[src/sv/hrsl_pkg.sv]
// shared types and constants for the high-voltage ramp slew limiter
package hrsl_pkg;

	// channel count and level width
	localparam int NCH      = 4;
	localparam int CH_W     = 2;
	localparam int LVL_W    = 16;
	localparam int HOLD_W   = 4;
	localparam int CFG_IDX_W = 3;

	// default tick period and the per-second scale
	localparam int TICK_MS_DEF = 20;
	localparam int MS_PER_S    = 1000;

	// the increment is in counts per second, scaled by four per tick
	localparam int STEP_SCALE = 4;

	// operation codes of an input item
	localparam logic OP_TICK = 1'b0;
	localparam logic OP_LOAD = 1'b1;

	// configuration register indexes
	localparam logic [CFG_IDX_W-1:0] CFG_INC_CH0 = 3'd0;
	localparam logic [CFG_IDX_W-1:0] CFG_INC_CH1 = 3'd1;
	localparam logic [CFG_IDX_W-1:0] CFG_INC_CH2 = 3'd2;
	localparam logic [CFG_IDX_W-1:0] CFG_INC_CH3 = 3'd3;
	localparam logic [CFG_IDX_W-1:0] CFG_HOLD    = 3'd4;

	// tick sequencer states
	typedef enum logic [2:0] {
		ST_IDLE,
		ST_MUL1,
		ST_MUL2,
		ST_DIV,
		ST_UPD,
		ST_OUT
	} ramp_state_t;

endpackage

[src/sv/hv_ramp_slew_limiter.sv]
// top level of the four-channel high-voltage ramp slew limiter
//
// Usage: items enter on in_valid/in_stall. A load item (operation 1) sets the
// target of one channel and restarts its ramp; it gives no result. A tick
// item (operation 0) visits each ramping channel in order 0..3 and gives one
// result per channel on out_valid/out_stall, the last one flagged by
// last_result. A tick with no ramping channel gives no result. Each channel
// makes two passes through one shared multiplier (increment times tick
// scale, then times the reciprocal of 1000), then a correction step, an
// update step and a step presenting the result until the receiver takes it.
// A channel in delayed settle skips the multiplier passes and the correction.
// While a tick is handled, in_stall stays high until the last result is
// transferred.
// While the receiver stalls, the result register holds and the sequencer
// waits. Reset clears all levels and targets, marks every channel settled,
// clears the increments and the hold mask. Configuration writes are always
// taken (cfg_ready is high) and must be made while the block is idle.
module hv_ramp_slew_limiter #(
	parameter int TICK_MS = hrsl_pkg::TICK_MS_DEF
) (
	input  logic                           clk,
	input  logic                           arst_n,
	// item channel
	input  logic                           in_valid,
	output logic                           in_stall,
	input  logic                           operation,
	input  logic [hrsl_pkg::CH_W-1:0]      channel,
	input  logic [hrsl_pkg::LVL_W-1:0]     target_value,
	// result channel
	output logic                           out_valid,
	input  logic                           out_stall,
	output logic [hrsl_pkg::CH_W-1:0]      channel_out,
	output logic [hrsl_pkg::LVL_W-1:0]     dac_value,
	output logic                           dac_written,
	output logic                           settled,
	output logic                           last_result,
	// configuration write channel
	input  logic                           cfg_valid,
	output logic                           cfg_ready,
	input  logic [hrsl_pkg::CFG_IDX_W-1:0] cfg_index,
	input  logic [hrsl_pkg::LVL_W-1:0]     cfg_data
);

	// step arithmetic widths, derived from the level width and the tick period
	localparam int K_VAL = hrsl_pkg::STEP_SCALE * TICK_MS;
	localparam int KW    = $clog2(K_VAL + 1);
	localparam int PW    = hrsl_pkg::LVL_W + KW;
	localparam int SH    = PW + 10;
	localparam int MW    = SH - 9;
	localparam int PRW   = PW + MW;
	localparam int QW    = PRW - SH;
	localparam int CW    = hrsl_pkg::LVL_W + QW;
	localparam logic [MW-1:0] RECIP =
		MW'((64'd1 << SH) / 64'(hrsl_pkg::MS_PER_S));
	localparam logic [MW-1:0] K_OP = MW'(K_VAL);
	localparam logic [PW-1:0] DIVISOR = PW'(hrsl_pkg::MS_PER_S);

	localparam int NCH       = hrsl_pkg::NCH;
	localparam int CH_W      = hrsl_pkg::CH_W;
	localparam int LVL_W     = hrsl_pkg::LVL_W;
	localparam int CFG_IDX_W = hrsl_pkg::CFG_IDX_W;

	// configuration and channel state
	logic [LVL_W-1:0] inc_q     [NCH];
	logic [NCH-1:0]   hold_q;
	logic [LVL_W-1:0] cur_q     [NCH];
	logic [LVL_W-1:0] tgt_q     [NCH];
	logic [NCH-1:0]   settled_q;
	logic [NCH-1:0]   pend_q;

	// sequencer
	hrsl_pkg::ramp_state_t state_q, state_d;
	logic [NCH-1:0]  mask_q;
	logic [CH_W-1:0] ch_q;

	// shared multiplier and step datapath
	logic [PW-1:0]  mul_a;
	logic [MW-1:0]  mul_b;
	logic [PRW-1:0] prod_q;
	logic [PW-1:0]  p_q;
	logic [QW-1:0]  step_q;

	// result register
	logic             out_valid_q;
	logic [CH_W-1:0]  ch_out_q;
	logic [LVL_W-1:0] dac_q;
	logic             wr_q;
	logic             st_q;
	logic             last_q;

	logic in_acc;
	logic out_acc;
	logic tick_acc;
	logic load_acc;

	assign in_acc   = in_valid && !in_stall;
	assign out_acc  = out_valid_q && !out_stall;
	assign tick_acc = in_acc && (operation == hrsl_pkg::OP_TICK);
	assign load_acc = in_acc && (operation == hrsl_pkg::OP_LOAD);

	assign cfg_ready   = 1'b1;
	assign out_valid   = out_valid_q;
	assign channel_out = ch_out_q;
	assign dac_value   = dac_q;
	assign dac_written = wr_q;
	assign settled     = st_q;
	assign last_result = last_q;

	// lowest ramping channel of a mask
	function automatic logic [CH_W-1:0] first_ch(input logic [NCH-1:0] m);
		logic [CH_W-1:0] r;
		r = '0;
		for (int i = NCH - 1; i >= 0; i--) begin
			if (m[i]) begin
				r = CH_W'(i);
			end
		end
		return r;
	endfunction

	// remaining channels after the one being handled
	logic [NCH-1:0] mask_rest;
	logic [NCH-1:0] tick_mask;
	always_comb begin
		mask_rest = mask_q;
		mask_rest[ch_q] = 1'b0;
		tick_mask = ~settled_q;
	end

	// next state
	always_comb begin
		state_d = state_q;
		case (state_q)
			hrsl_pkg::ST_IDLE: begin
				if (tick_acc && (tick_mask != '0)) begin
					state_d = pend_q[first_ch(tick_mask)] ? hrsl_pkg::ST_UPD
					                                      : hrsl_pkg::ST_MUL1;
				end
			end
			hrsl_pkg::ST_MUL1: state_d = hrsl_pkg::ST_MUL2;
			hrsl_pkg::ST_MUL2: state_d = hrsl_pkg::ST_DIV;
			hrsl_pkg::ST_DIV:  state_d = hrsl_pkg::ST_UPD;
			hrsl_pkg::ST_UPD:  state_d = hrsl_pkg::ST_OUT;
			hrsl_pkg::ST_OUT: begin
				if (out_acc) begin
					if (mask_rest == '0) begin
						state_d = hrsl_pkg::ST_IDLE;
					end else if (pend_q[first_ch(mask_rest)]) begin
						state_d = hrsl_pkg::ST_UPD;
					end else begin
						state_d = hrsl_pkg::ST_MUL1;
					end
				end
			end
			default: state_d = hrsl_pkg::ST_IDLE;
		endcase
	end

	// sequencer outputs: input stall and multiplier operands
	always_comb begin
		in_stall = 1'b1;
		mul_a    = PW'(inc_q[ch_q]);
		mul_b    = K_OP;
		case (state_q)
			hrsl_pkg::ST_IDLE: in_stall = 1'b0;
			hrsl_pkg::ST_MUL2: begin
				mul_a = prod_q[PW-1:0];
				mul_b = RECIP;
			end
			default: begin
				in_stall = 1'b1;
			end
		endcase
	end

	// state and channel pointer
	always_ff @(posedge clk or negedge arst_n) begin
		if (!arst_n) begin
			state_q <= hrsl_pkg::ST_IDLE;
			mask_q  <= '0;
			ch_q    <= '0;
		end else begin
			state_q <= state_d;
			if (state_q == hrsl_pkg::ST_IDLE && tick_acc) begin
				mask_q <= tick_mask;
				ch_q   <= first_ch(tick_mask);
			end else if (state_q == hrsl_pkg::ST_OUT && out_acc) begin
				mask_q <= mask_rest;
				ch_q   <= first_ch(mask_rest);
			end
		end
	end

	// shared multiplier, then quotient by 1000 with one correction
	logic [QW-1:0] q0;
	logic [PW-1:0] rem;
	always_comb begin
		q0  = prod_q[PRW-1:SH];
		rem = p_q - PW'(q0 * DIVISOR);
	end

	always_ff @(posedge clk) begin
		if (state_q == hrsl_pkg::ST_MUL1 || state_q == hrsl_pkg::ST_MUL2) begin
			prod_q <= PRW'(mul_a) * PRW'(mul_b);
		end
		if (state_q == hrsl_pkg::ST_MUL2) begin
			p_q <= prod_q[PW-1:0];
		end
		if (state_q == hrsl_pkg::ST_DIV) begin
			step_q <= (rem >= DIVISOR) ? q0 + QW'(1) : q0;
		end
	end

	// gap against step for the channel being handled
	logic [LVL_W-1:0] cur_c;
	logic [LVL_W-1:0] tgt_c;
	logic [LVL_W-1:0] gap;
	logic [LVL_W-1:0] step_lvl;
	logic             snap;
	logic [LVL_W-1:0] moved;
	always_comb begin
		cur_c    = cur_q[ch_q];
		tgt_c    = tgt_q[ch_q];
		gap      = (cur_c < tgt_c) ? (tgt_c - cur_c) : (cur_c - tgt_c);
		step_lvl = LVL_W'(step_q);
		snap     = CW'(gap) <= CW'(step_q);
		moved    = (cur_c < tgt_c) ? (cur_c + step_lvl) : (cur_c - step_lvl);
	end

	// configuration registers and per-channel ramp state
	always_ff @(posedge clk or negedge arst_n) begin
		if (!arst_n) begin
			for (int i = 0; i < NCH; i++) begin
				inc_q[i] <= '0;
				cur_q[i] <= '0;
				tgt_q[i] <= '0;
			end
			hold_q    <= '0;
			settled_q <= '1;
			pend_q    <= '0;
		end else begin
			if (cfg_valid && cfg_ready) begin
				if (cfg_index < CFG_IDX_W'(NCH)) begin
					inc_q[cfg_index[CH_W-1:0]] <= cfg_data;
				end else if (cfg_index == hrsl_pkg::CFG_HOLD) begin
					hold_q <= cfg_data[hrsl_pkg::HOLD_W-1:0];
				end
			end
			if (state_q == hrsl_pkg::ST_IDLE && load_acc) begin
				tgt_q[channel]     <= target_value;
				settled_q[channel] <= 1'b0;
				pend_q[channel]    <= 1'b0;
			end
			if (state_q == hrsl_pkg::ST_UPD) begin
				if (pend_q[ch_q]) begin
					tgt_q[ch_q]     <= cur_c;
					settled_q[ch_q] <= 1'b1;
					pend_q[ch_q]    <= 1'b0;
				end else if (snap) begin
					cur_q[ch_q] <= tgt_c;
					if (hold_q[ch_q]) begin
						pend_q[ch_q] <= 1'b1;
					end else begin
						settled_q[ch_q] <= 1'b1;
					end
				end else begin
					cur_q[ch_q] <= moved;
				end
			end
		end
	end

	// result valid flag
	always_ff @(posedge clk or negedge arst_n) begin
		if (!arst_n) begin
			out_valid_q <= 1'b0;
		end else if (state_q == hrsl_pkg::ST_UPD) begin
			out_valid_q <= 1'b1;
		end else if (out_acc) begin
			out_valid_q <= 1'b0;
		end
	end

	// result payload
	always_ff @(posedge clk) begin
		if (state_q == hrsl_pkg::ST_UPD) begin
			ch_out_q <= ch_q;
			last_q   <= (mask_rest == '0);
			if (pend_q[ch_q]) begin
				dac_q <= cur_c;
				wr_q  <= 1'b0;
				st_q  <= 1'b1;
			end else if (snap) begin
				dac_q <= tgt_c;
				wr_q  <= 1'b1;
				st_q  <= !hold_q[ch_q];
			end else begin
				dac_q <= moved;
				wr_q  <= 1'b1;
				st_q  <= 1'b0;
			end
		end
	end

endmodule

[config.mk]
export PLATFORM = sky130hd
export DESIGN_NAME = hv_ramp_slew_limiter
export DESIGN_NICKNAME = d
export VERILOG_FILES = /design/src/sv/hrsl_pkg.sv /design/src/sv/hv_ramp_slew_limiter.sv
export SDC_FILE = /design/constraint.sdc
export NUM_CORES = 1
export LEC_CHECK = 0
export BUFFER_PORTS_ARGS = -buffer_cell sky130_fd_sc_hd__buf_2
export CORE_MARGIN = 2
export CORE_UTILIZATION = 35
export CTS_CLUSTER_SIZE = 8
export DETAILED_ROUTE_END_ITERATION = 6
export GPL_TIMING_DRIVEN = 1
export SYNTH_ARGS = -nofsm -noshare
export SYNTH_HDL_FRONTEND = slang
export SYNTH_SLANG_ARGS = --single-unit
[constraint.sdc]
create_clock -name clk -period 8.67 [get_ports clk]
set_input_delay 0.867 -clock clk [delete_from_list [all_inputs] [get_ports clk]]
set_output_delay 0.867 -clock clk [all_outputs]
set_load 0.05 [all_outputs]
Yosys cells after proc, flatten, opt, wreduce, memory -nomap -nowiden
Cells that the tools add are included.
Storage, ports and cells
  output and inout port bits: 24
  input port bits: 43
  register bits after elaboration: 319
Operators by class
  equal/unequal tests: 8
  $lt $le $gt $ge: 16
  muxes and demuxes: 81
  multiply operators: 2
  bitwise operators: 15
  $add $sub $neg: 6
  reductions and logical operators: 25
Operators by type and width (number)
  $bwmux 64: 5
  $mux 64: 4
  $mux 16: 13
  $bmux 16 s2: 3
  $demux 16 s2: 3
  $mux 4: 12
  $mul 23x24->47: 1
  $sub 16x16->16: 2
  $mux 2: 15
  $mux 24: 1
  $ge 23x10->1 const B: 1
  $mux 23: 1
  $sub 23x23->23: 1
  $mul 14x7->20 const B: 1
  $pmux 3 s6: 1
  $add 16x14->16: 1
  $and 4x4->4: 4
  $le 16x14->1: 1
  $lt 16x16->1: 1
  $sub 16x14->16: 1
  $mux 3: 5
  $add 14x1->14 const B: 1
  $mux 14: 1
  $logic_and 1x1->1: 13
  other kinds (25): 61

Longest topological paths before layout
Gate-level depths: netlist of the first run.
  word-level depth: 19
  mapped depth: 32

Least setup slack after synthesis of the first run
No wires, ideal clock.
  path type: flip-flop to flip-flop
  from: register ch_q[0]
  to: register prod_q[41], data pin
  path buffers: 3
  stages on the path, launching flop included: 28
  path slack: 0.916 ns
  arrival time: 7.493 ns
  cells stage by stage: dfrtp_1 > buf_2 > buf_1 > buf_1 > mux4_2 > nand2_1 > nand2_1 > fa_1 > inv_1 > fa_1 > fa_1 > inv_1 > fa_1 > fa_1 > fa_1 > inv_1 > fa_1 > inv_1 > ha_1 > a21o_1 > a21o_1 > a21oi_1 > nand2_1 > a21oi_1 > a21oi_1 > nor2_1 > o21ai_0 > a311o_1
Between the ends
  cells in the longest elaborated chain, start to end: 6
Ends and longest elaborated chain
  start, declared: line hv_ramp_slew_limiter.sv:74  | logic [CH_W-1:0] ch_q;
  start signal, assigned: line hv_ramp_slew_limiter.sv:186  | ch_q <= first_ch(tick_mask);
  start signal, assigned: line hv_ramp_slew_limiter.sv:189  | ch_q <= first_ch(mask_rest);
  $not 2->3 (not written as such): line hv_ramp_slew_limiter.sv:162  | mul_a = PW'(inc_q[ch_q]);
  $bmux 16 s2: line hv_ramp_slew_limiter.sv:162
  $mux 16 (not written as such) (2 in a row): line hv_ramp_slew_limiter.sv:162
  $mux 23: line hv_ramp_slew_limiter.sv:164  | case (state_q)
  $mul 23x24->47: line hv_ramp_slew_limiter.sv:204  | prod_q <= PRW'(mul_a) * PRW'(mul_b);
  end signal, assigned: line hv_ramp_slew_limiter.sv:204
  end, declared: line hv_ramp_slew_limiter.sv:79  | logic [PRW-1:0] prod_q;
Every way passes these cells. The select of a mux whose other input is x is not followed.
A chain may end at the register's enable or synchronous reset.

Worst setup path in the final report of the first run
  from: register state_q[2]
  to: register prod_q[41], data pin
Between the ends
  cells in the longest elaborated chain, start to end: 3
  elaborated cells on any way between the ends: 4
  those cells by class: mul: 1; eq/ne: 1; mux: 2
Ends and longest elaborated chain
  start, declared: line hv_ramp_slew_limiter.sv:72  | hrsl_pkg::ramp_state_t state_q, state_d;
  start signal, assigned: line hv_ramp_slew_limiter.sv:179  | state_q <= hrsl_pkg::ST_IDLE;
  start signal, assigned: line hv_ramp_slew_limiter.sv:183  | state_q <= state_d;
  $eq 3x2->1 (*): line hv_ramp_slew_limiter.sv:164
  $mux 23 / $mux 24 (equally long branches): line hv_ramp_slew_limiter.sv:164
  $mul 23x24->47 (*): line hv_ramp_slew_limiter.sv:204
Mark *: on every way between the ends. The rest lies on a longest branch, timed or not.

==> results of run 1 <==
-- state kept, by name, indices dropped and copies added, names as in the netlist --
name	count
cur_q	64
inc_q	64
tgt_q	64
prod_q	36
p_q	20
dac_value	16
step_q	14
hold_q	4
mask_q	4
pend_q	4
settled_q	4
state_q	3
ch_q	2
channel_out	2
dac_written	1
last_result	1
out_valid	1
settled	1
-- routing by layer --
layer,track usage [%],share of wire (%)
met2,27.9,48
met1,23.3,46
met5,0,0
met4,3.74,1.9
met3,1.92,4.2
-- stage by stage --
step                      cell area, µm²  utilization, %  power, mW  hold slack, ps  cells
after floorplan                    28300               -       2.37             418   2781
after global placement             29900            37.3       2.64             447   3855
after detailed placement           29900            37.3       2.65             443   3855
after CTS                          31200            38.9       4.25             389   3923
after global routing               31200            38.9       4.45             404   3923
final                              31200            38.9       4.20             359   3923
-- kinds of logic after synthesis --
| kind of cell | synth area share, % |
|---|---|
| other cells | 0.0266 |
| compound gates | 11.0 |
| xor+xnor | 3.29 |
| fa+ha+maj | 31.2 |
| mux | 10.0 |
| simple gates | 8.85 |
| buf+inv | 6.97 |
| flops | 28.7 |
-- worst min path at each step --
stage,from,slack (ps),end,depth (start not counted)
6_report,arst_n,360,cur_q[2],1
3_5_place_dp,prod_q[20],440,p_q[20],0
3_3_place_gp,prod_q[20],450,p_q[20],0
5_1_grt,arst_n,400,cur_q[2],1
2_1_floorplan,prod_q[4],420,p_q[4],0
4_1_cts,arst_n,390,cur_q[2],1
-- cells in the final DEF (no fill, tap or decap), drive strengths merged, types with 15 or more instances in the layout --
| cell | count |
|---|---|
| a211oi | 15 |
| a21o | 63 |
| a21oi | 237 |
| and2 | 15 |
| and3 | 20 |
| buf | 101 |
| clkbuf | 63 |
| dfrtp | 210 |
| edfxtp | 91 |
| fa | 209 |
| ha | 369 |
| inv | 425 |
| mux2 | 74 |
| mux2i | 93 |
| mux4 | 47 |
| nand2 | 124 |
| nand2b | 25 |
| nand3 | 34 |
| nand4 | 20 |
| nor2 | 225 |
| nor2b | 20 |
| nor3 | 24 |
| o21ai | 81 |
| xnor2 | 72 |
| xor2 | 34 |
-- worst max-delay path, delay by kind of cell (launching register included) --
kind | cells | cell delay, ps
AOI/OAI and AO/OA | 5 | 1510
adders and majority gates | 8 | 3690
and+or+nand+nor | 7 | 1080
buffers and inverters | 6 | 730
DFF | 1 | 540
-- where the power goes --
group | internal (mW) | switching (mW) | total (mW)
logic | 0.441 | 0.558 | 0.999
registers | 1.59 | 0.0319 | 1.62
clock network | 0.934 | 0.648 | 1.58
-- cell type report --
class,instances,area [µm²]
clock inverter,5,76.3
clock buffer,63,1170
timing repair buffer,101,631
sequential,305,8100
tap,1060,1330
inverter,424,1590
fill,7984,49000
multi-input combinational,1965,18300
==> impl_metrics.ini, run 1 <==
[status]
run_status = finished clean

[yosys]
netlist-cell-type-count = 75
synth_most_common_cell = inv_1
synth.area.top_cells = dfrtp_1, ha_1, fa_1
synth_common_cells = inv_1, ha_1, a21oi_1
yosys.area.top_type = dfrtp_1
yosys_warnings = 0
syn_area_um2 = 28200
syn_inst = 2770
synth_edf_count = 91
ys_seq_area_share_pct = 28.7
synth_ff_type = dfrtp_1
async_flop_share_pct = 70.2
ys_ff_latch = 305
yosys.area.top_type_share_pct = 18.6
syn_area_per_cell_um2 = 10.2

[pwr]
pwr_density_cell_nw_per_um2 = 135
vdd_ir_drop_max_v = 0.000121
p_leak_nw = 15.5

[floorplanning]
die_h_um = 288
chipWidth_um = 288
dieArea_um2 = 82900
initial_core_util_pct = 35.2
coreArea_um2 = 80200
io_pins = 67
rows = 104

[place]
dp_slack_ps = 948
io_buffers = 65
hpwl_mm = 53.6
gp_congestion = 0.905

[timing]
worst_pin_slew_ps = 1080
timing.final.ws_setup_ps = 841
finalCritPeriodShare_pct = 90.3
skew_ps = 34.2
setup_violations = 0
finalHoldViolations = 0
min_period_ps = 7830
fin_tns_setup_ps = 0
max_freq_mhz = 128
relSlewSlack_pct = 27.3
final_max_slew_viol_count = 0
rsz0062_at_grt = false

[critical_path]
rr_worst_depth = 26
crit_arrival_ps = 8140
cp_max_fo = 23
critPathKind = register to register
r2r_setup_slack_ps = 840
setup.worst_path.start_class = register
crit_path_start = state_q[2]
timing.rr.end = prod_q[41]
worst_path_largest_cell_delay_ps = 540
end_kind = register
r2r-start = state_q[2]
cpMostUsedCell = fa_1
cp.required_ps = 8980
endpoint = prod_q[41]
cp_slowest_cell = dfrtp_1

[finish]
drive_gt1_share_pct = 10.8
antenna_cells = 0
syn2layout_area_growth_pct = 10.4
nNetsFinal = 3462

[drt]
drt_iter0_markers = 1266
num_vias = 20000
viasPerCell = 5.09
first_pass_iters = 5
drtAntennaViolNets = 0
wl_mm = 69.2
drc = 0
wire_per_inst_um = 17.6

[global_routing]
track_usage_pct = 16.7
grt_first_pass_wirelength_mm = 111
antenna_found_initial = 0
first_global_vias = 20000
grt_max_degree = 107
grt_overflow = 0

[clock_network]
cts-buffers-inserted = 44
h-tree-depth = 2
clock_latency_ps = 570
cts_setup_buffers = 0
cts.sinks = 305
cts-root-buf = clkbuf_16
cts_resized = 0
cts_tree = yes
clockBufferDepth = 3
hold_buffers = 0
cts.clk_slew.worst_paths_ps = 50

[hold_path]
hold_class = primary input to async pin

[job]
maxCapViolations = 0
No activity file was read; power rests on OpenSTA's default activity.
==> run 2, diff against run 1 <==
--- a/config.mk
+++ b/config.mk
@@ -6,7 +6,6 @@
 export NUM_CORES = 1
 export LEC_CHECK = 0
 export BUFFER_PORTS_ARGS = -buffer_cell sky130_fd_sc_hd__buf_2
-export CORE_MARGIN = 2
 export CORE_UTILIZATION = 35
 export CTS_CLUSTER_SIZE = 8
 export DETAILED_ROUTE_END_ITERATION = 6
==> impl_metrics.ini, run 2 (synthesis results as in run 1) <==
[status]
run_status = finished clean

[drt]
first_pass_iters = 5
drtAntennaViolNets = 0
wire_per_inst_um = 17.6
viasPerCell = 5.10
drc = 0
num_vias = 20000
drt_iter0_markers = 1157
wl_mm = 68.9

[critical_path]
r2r-start = prod_q[34]
crit_path_start = prod_q[34]
crit_arrival_ps = 8320
cp_max_fo = 15
setup.worst_path.start_class = register
r2r_setup_slack_ps = 700
end_kind = register
cp.required_ps = 9020
critPathKind = register to register

[floorplanning]
io_pins = 67
dieArea_um2 = 81800
coreArea_um2 = 79400
chipWidth_um = 286
initial_core_util_pct = 35.6
rows = 103
die_h_um = 286

[finish]
final_cell_mix = inv_1, ha_1, a21oi_1
drive_gt1_share_pct = 10.7
top_regs = cur_q (64), inc_q (64), tgt_q (64)
antenna_cells = 0
nNetsFinal = 3459
n_fill_cell = 7908
syn2layout_area_growth_pct = 10.3
final_common_cell = inv_1

[timing]
skew_ps = 29.4
finalCritPeriodShare_pct = 91.9
max_freq_mhz = 126
setup_violations = 0
min_period_ps = 7970
whs_ps = 323
worst_pin_slew_ps = 1040
rsz0062_at_grt = false
fin_tns_setup_ps = 0
relSlewSlack_pct = 30.0
finalHoldViolations = 0
final_max_slew_viol_count = 0

[global_routing]
grt_overflow = 0
met3_usage_pct = 1.91
grt_max_degree = 80
first_global_vias = 20200
antenna_found_initial = 0
track_usage_pct = 17.0
gr-usage-met1_pct = 23.4
grt_first_pass_wirelength_mm = 111
grt_util_met2_pct = 27.7
grt-busiest-layer = met2

[clock_network]
cts.clk_slew.worst_paths_ps = 50
cts_resized = 0
cts_setup_buffers = 0
cts-buffers-inserted = 44
h-tree-depth = 2
hold_buffers = 0
cts.sinks = 305
clockBufferDepth = 3
cts-root-buf = clkbuf_16
cts_tree = yes
clock_latency_ps = 570

[place]
gp_congestion = 0.901
io_buffers = 65
hpwl_mm = 54.1

[pwr]
pwr_density_cell_nw_per_um2 = 135
finalPower_mw = 4.22
p_leak_nw = 15.5
vdd_ir_drop_max_v = 0.000150

[hold_path]
hold_class = primary input to async pin

[job]
maxCapViolations = 0
## run 2: report_power, final
| part | switching (mW) | leakage, nW | total, mW | internal (mW) |
|---|---|---|---|---|
| clock network | 0.652 | 0.599 | 1.59 | 0.936 |
| registers | 0.0317 | 3.25 | 1.62 | 1.59 |
| logic | 0.565 | 11.7 | 1.01 | 0.446 |
## run 2: layout make-up
| class | instances | area, µm² | area share [%] |
|---|---|---|---|
| multi-input combinational | 1965 | 18300 | 58.7 |
| sequential | 305 | 8100 | 26.0 |
| inverter | 424 | 1590 | 5.11 |
| tap | 1050 | 1310 | 4.22 |
| clock buffer | 64 | 1180 | 3.78 |
| timing repair buffer | 98 | 607 | 1.95 |
| clock inverter | 5 | 75.1 | 0.241 |
## run 2: per-stage QoR
| stage | std cells | cell area, µm² | worst slack, ps | utilization, % |
|---|---|---|---|---|
| after floorplan | 2781 | 28300 | 916 | - |
| after global placement | 3842 | 29900 | 793 | 37.6 |
| after detailed placement | 3842 | 29900 | 794 | 37.6 |
| after CTS | 3911 | 31100 | 792 | 39.2 |
| after global routing | 3911 | 31100 | 321 | 39.2 |
| final | 3911 | 31100 | 703 | 39.2 |
## run 2: critical path, stage by stage (launching register included)
cell and delay (ps):
edfxtp_1 550, inv_1 220, fa_1 620, fa_1 460, fa_1 520, inv_1 50
fa_1 470, ha_1 350, o21ai_0 180, a21oi_1 80, o21ai_0 410, nor2b_1 80
o21ai_0 230, a21oi_1 120, o21ai_0 160, nand2b_1 80, xnor2_1 140, ha_1 360
a2bb2oi_1 160, o211ai_1 110, a2111oi_0 580, o2111ai_1 200, nor4_1 410, nand4_1 150
a2111o_1 630, nand3_1 210, xnor2_1 210
## run 2: final timing paths
path / endpoint / depth (start not counted)
max in group asynchronous: ch_q[0] / 2
max: step_q[4] / 26
min reg2reg: out_valid / 1
max reg2reg: step_q[4] / 26
min in group clk: out_valid / 1
min: cur_q[50] / 1
## run 2: routing by layer
metal | wire length, µm | up-vias
met3 | 2580 | 115
met4 | 2270 | 0
met5 | 0 | -
met1 | 31400 | 9879
li1 | - | 9595
met2 | 32700 | 371
